### src/pssfc_pkg.sv
package pssfc_pkg;

    localparam int IN_DATA_W  = 136;
    localparam int OUT_DATA_W = 136;
    localparam int IDX_W      = 6;
    localparam int COORD_W    = 32;
    localparam int RAD_W      = 31;
    localparam int ENTRY_W    = 3 * COORD_W + RAD_W;
    localparam int ERR_W      = 63;
    localparam int CFG_W      = 7;
    localparam int SQ_W       = 66;
    localparam int ROOT_W     = 33;
    localparam int BEST_W     = 36;

    localparam logic REQ_LOAD  = 1'b0;
    localparam logic REQ_POINT = 1'b1;

    localparam logic [BEST_W-1:0] FAR_DIST = 36'd65536000000;
    localparam logic [ERR_W-1:0]  LIM63    = {ERR_W{1'b1}};
    localparam logic [CFG_W-1:0]  COUNT_RESET = 7'd48;

    typedef enum logic [3:0] {
        OP_NONE,
        OP_TAKE,
        OP_READ,
        OP_DIFF,
        OP_MUL,
        OP_SUM,
        OP_ROOT,
        OP_PICK,
        OP_SQ,
        OP_ACC,
        OP_SCALE,
        OP_DIV,
        OP_EMIT
    } op_t;

    typedef struct packed {
        op_t op;
    } cmd_t;

    typedef struct packed {
        logic in_point;
        logic in_empty;
        logic last_sphere;
        logic root_done;
        logic div_done;
        logic is_last;
        logic out_free;
    } stat_t;

endpackage

### src/pssfc_ctrl.sv
module pssfc_ctrl
    import pssfc_pkg::*;
(
    input  logic  aclk,
    input  logic  aresetn,
    input  logic  s_tvalid,
    output logic  s_tready,
    input  stat_t stat,
    output cmd_t  cmd
);

    typedef enum logic [3:0] {
        ST_IDLE, ST_READ, ST_DIFF, ST_MUL, ST_SUM, ST_ROOT, ST_PICK,
        ST_SQ, ST_ACC, ST_SCALE, ST_DIV, ST_EMIT
    } state_t;

    state_t state_reg, state_next;

    always_comb begin
        state_next = state_reg;
        cmd.op     = OP_NONE;
        unique case (state_reg)
            ST_IDLE: begin
                if (s_tvalid) begin
                    cmd.op = OP_TAKE;
                    if (stat.in_point) begin
                        state_next = stat.in_empty ? ST_SQ : ST_READ;
                    end
                end
            end
            ST_READ: begin
                cmd.op = OP_READ;
                state_next = ST_DIFF;
            end
            ST_DIFF: begin
                cmd.op = OP_DIFF;
                state_next = ST_MUL;
            end
            ST_MUL: begin
                cmd.op = OP_MUL;
                state_next = ST_SUM;
            end
            ST_SUM: begin
                cmd.op = OP_SUM;
                state_next = ST_ROOT;
            end
            ST_ROOT: begin
                cmd.op = OP_ROOT;
                if (stat.root_done) begin
                    state_next = ST_PICK;
                end
            end
            ST_PICK: begin
                cmd.op = OP_PICK;
                state_next = stat.last_sphere ? ST_SQ : ST_READ;
            end
            ST_SQ: begin
                cmd.op = OP_SQ;
                state_next = ST_ACC;
            end
            ST_ACC: begin
                cmd.op = OP_ACC;
                state_next = stat.is_last ? ST_SCALE : ST_EMIT;
            end
            ST_SCALE: begin
                cmd.op = OP_SCALE;
                state_next = ST_DIV;
            end
            ST_DIV: begin
                cmd.op = OP_DIV;
                if (stat.div_done) begin
                    state_next = ST_EMIT;
                end
            end
            ST_EMIT: begin
                if (stat.out_free) begin
                    cmd.op = OP_EMIT;
                    state_next = ST_IDLE;
                end
            end
            default: state_next = ST_IDLE;
        endcase
    end

    always_ff @(posedge aclk) begin
        if (!aresetn) begin
            state_reg <= ST_IDLE;
        end else begin
            state_reg <= state_next;
        end
    end

    assign s_tready = (state_reg == ST_IDLE);

endmodule

### config.mk
export PLATFORM = sky130hd
export DESIGN_NAME = pssfc_ctrl
export DESIGN_NICKNAME = d
export VERILOG_FILES = /design/src/pssfc_pkg.sv /design/src/pssfc_ctrl.sv
export SDC_FILE = /design/constraint.sdc
export NUM_CORES = 1
export LEC_CHECK = 0
export ABC_AREA = 0
export BUFFER_PORTS_ARGS = -buffer_cell sky130_fd_sc_hd__buf_2
export CAP_MARGIN = 10
export CORE_AREA = 2 2 39 41
export CTS_BUF_LIST = sky130_fd_sc_hd__clkbuf_2 sky130_fd_sc_hd__clkbuf_4 sky130_fd_sc_hd__clkbuf_8
export DETAILED_ROUTE_END_ITERATION = 6
export DIE_AREA = 0 0 41 43
export PLACE_DENSITY_LB_ADDON = 0.2
export SETUP_SLACK_MARGIN = 0.1
export SYNTH_ARGS = -nofsm -noshare
export SYNTH_HDL_FRONTEND = slang
export SYNTH_SLANG_ARGS = --single-unit
### constraint.sdc
create_clock -name aclk -period 2 [get_ports aclk]
set_input_delay 0.2 -clock aclk [delete_from_list [all_inputs] [get_ports aclk]]
set_output_delay 0.2 -clock aclk [all_outputs]
set_load 0.02 [all_outputs]
# Word level (Yosys, flattened, before mapping)

Cells that the tools add are included.

Output and inout bits: 5
Flip-flop bits (word level): 4
Logic and storage cells: 31

Equality and inequality tests: 16
Reductions and logical operators: 2
Multiplexer cells: 12

Operator list:

| kind                                          | number |
|---|---|
| case mux 4 bit (12 select lines)              | 2 |
| two-way mux 4 bit                             | 6 |
| == test 4 x 3 -> 1 bit, second input constant | 4 |
| == test 4 bit, second input constant          | 4 |
| == test 4 x 2 -> 1 bit, second input constant | 2 |
| != test 2 bit, second input constant          | 4 |
| two-way mux 3 bit                             | 2 |
| AND reduction 5 bit                           | 1 |
| == test 4 x 1 -> 1 bit, second input constant | 1 |
| logical NOT 4 bit                             | 1 |
| two-way mux 2 bit                             | 1 |
| != test 2 x 1 -> 1 bit, second input constant | 1 |
| two-way mux 1 bit                             | 1 |

# Longest topological paths before layout

Word-level depth: 4
Mapped depth: 5
Depth with buffers taken out: 4

# Worst setup path before layout

No wires, ideal clock.

Path type: register to register
Start: register state_reg[2]
End: register state_reg[1]
Data arrival time: 1,320 ps
Period minus slack after synthesis: 1,434 ps
Path slack: 566 ps
Cell stages (with the launch flop): 6
Path through: dfxtp_1 buf_6 nor4_4 a21boi_2 a211oi_1 o21a_1

Cells in the longest elaborated chain, start to end: 3
Elaborated cells between the ends (all ways): 19
Classes of those cells: eq/ne (16); mux (1); reduce/logical (2)

RTL lines:

| what                                                              | line             | text |
|---|---|---|
| start: declaration                                                | pssfc_ctrl.sv:17 | `state_t state_reg, state_next;` |
| start signal: assignment                                          | pssfc_ctrl.sv:89 | `state_reg <= state_next;` |
| logical NOT 4 bit (*)                                             | --               |  |
| named net s_tready                                                | pssfc_ctrl.sv:7  | `output logic s_tready,` |
| != test 2 x 1 -> 1 bit (no line) or != test 2 bit (tied branches) | --               |  |
| AND reduction 5 bit (no line)                                     | --               |  |

The timed path passes the listed nets; every way through them passes the cells marked *.
A chain may end at the register's enable or synchronous reset.

==> results.cfg <==
[synth]
synth_seq_area_share = 0.208
synth_area_per_cell_um2 = 8.35
synth-warning-count = 0
synth_fp_nets = 56
postSynthRegisterBits = 4
syn_area_um2 = 384
synth_cells = 46
synth_cell_type_count = 27

[clock_tree]
cts_root_buffer = clkbuf_4
htreeDepth = 1
clock_insertion_delay_worst_skew_ps = 230
cts_tree = done
cts.hold.buffers_added = 0
ctsResizeCount = 0
cts_buffer_depth = 2
cts_buffers = 3
post-cts-setup-buffers = 0
cts.clk_slew.worst_paths_ps = 40
cts.sinks = 4

[critical_path]
worstPathArrival_ps = 1470
required_ps = 1800
crit_fanout = 13
start_kind = register
critPathKind = reg -> out
end_kind = primary output

[power_and_ir_drop]
peakVddDrop_v = 0.000507
p_per_area_nw_per_um2 = 1550
p_leak_nw = 0.195

[floorplan]
initial_core_util = 0.278
fp.dieH_um = 43
die_area_um2 = 1760
die_w_um = 41
io_pins = 15
rows = 14
coreArea_um2 = 1380

[global_routing]
antenna_found_initial = 0
grt_usage = 0.114
grt_max_degree = 14
grtUsageMet2 = 0.178
gr-usage-met3 = 0.0314
grt_pass1_wl_um = 1350
use_met1 = 0.123
grt_pass1_vias = 350
grt-busiest-layer = met2
overflow = 0

[worst_hold_path]
hold_path.class = in -> reg

[route]
avgRoutedWirePerCell_um = 11.6
firstDrtPassIters = 4
antenna_left = 0
post-route-drc-count = 0
drt-total-wl_um = 870
vias = 394
viasPerCell = 5.25
drtIter0Drc = 3

[timing]
relSlewSlack = 0.683
setup_ws_ps = 326
period_minus_slack_ps = 1670
rsz0062_at_grt = false
tightest_slew_ps = 474
fin_skew_ps = 4.34
finalHoldViolCount = 0
finalCritPeriodShare = 0.837
slew_violations = 0
setup_viol = 0
max_freq_ghz = 0.597
fin_tns_setup_ps = 0

[flow_run]
maxCapViolCount = 0

[layout]
largest_reg_flops = 4
antennaDiodeCount = 0
final_cells = 75
nets = 71
drive_gt1_frac = 0.373
synthToLayoutAreaGrowth_pct = 21.8

[place]
pre_cts_ws_ps = 454
io_buffers = 14
dpl.hpwl_um = 646
placed_cells = 72
routabilityCongestion = 0.707

[outcome]
status = finished, final reports clean
critical path: stages (launching register included):
cell and delay, ps:
dfxtp_1 600, and2_1 240, o21ai_0 90, o22ai_1 140, buf_2 180
layer usage:
layer  share of wire  wire length (um)
met4               0                 0
met3           0.055                48
met5               0                 0
met1            0.47               410
met2            0.47               411
cell families (layout without fill, tap and decap cells):
logic type	after synthesis	in the layout	synth area share
compound gates	17	17	0.306
xor+xnor	1	1	0.0228
buf+inv	6	19	0.0945
flops	4	4	0.208
mux	1	1	0.0391
simple gates	17	17	0.329
synth_stat cells (all sizes together):
| library cell | instances | area share |
|---|---|---|
| a21oi | 5 | 0.075 |
| buf | 4 | 0.075 |
| dfxtp | 4 | 0.21 |
| nor2 | 3 | 0.029 |
| nor4 | 3 | 0.088 |
| a211oi | 2 | 0.039 |
| and4bb | 2 | 0.065 |
| inv | 2 | 0.020 |
| nand2 | 2 | 0.020 |
| nand2b | 2 | 0.033 |
| nor3 | 2 | 0.026 |
| o21a | 2 | 0.039 |
| o21ai | 2 | 0.026 |
| o22ai | 2 | 0.033 |
| a2111o | 1 | 0.029 |
| a21boi | 1 | 0.029 |
| a31oi | 1 | 0.016 |
| and2 | 1 | 0.016 |
| mux2 | 1 | 0.039 |
| nor3b | 1 | 0.033 |
| o31ai | 1 | 0.020 |
| or2b | 1 | 0.020 |
| xnor2 | 1 | 0.023 |
metrics by stage:
stage	util	hold WS [ps]	power, W	area [um^2]
3_5_place_dp	0.322	447	0.000634	445
6_report	0.338	209	0.000723	468
2_1_floorplan	-	318	0.000553	384
3_3_place_gp	0.322	453	0.000635	445
4_1_cts	0.338	204	0.000738	468
5_1_grt	0.338	221	0.000798	468
layout make-up:
type                       count  area, um^2
inverter                       2        7.51
sequential                     4        80.1
timing repair buffer          14        70.1
fill                         160         916
multi-input combinational     36         268
clock buffer                   3        22.5
tap                           16        20.0
path summary, 6_finish.rpt:
kind	startpoint	end	cells past startpoint	slack (ps)
max reg2reg	state_reg[0]	state_reg[0]	4	460
min reg2reg	state_reg[0]	state_reg[0]	2	710
max	state_reg[0]	cmd[2]	4	330
min	aresetn	state_reg[1]	2	210
cells in the final DEF (no fill, tap or decap), types with 2 or more instances in the layout:
| cell | instances |
|---|---|
| nand2b_1 | 2 |
| buf_2 | 14 |
| nand2_1 | 2 |
| dfxtp_1 | 4 |
| a211oi_1 | 2 |
| nor4_1 | 2 |
| nor3_1 | 2 |
| o22ai_1 | 2 |
| and4bb_1 | 2 |
| nor2_1 | 3 |
| o21ai_0 | 2 |
| a21oi_1 | 4 |
| clkbuf_4 | 3 |
| inv_1 | 2 |
| o21a_1 | 2 |
report_power, final:
part	switching, W	internal (W)
Combinational	0.000213	0.000206
Clock	0.0000296	0.0000669
Sequential	0.0000982	0.000109
Total	0.000341	0.000382
(Power assumes the default switching activity.)
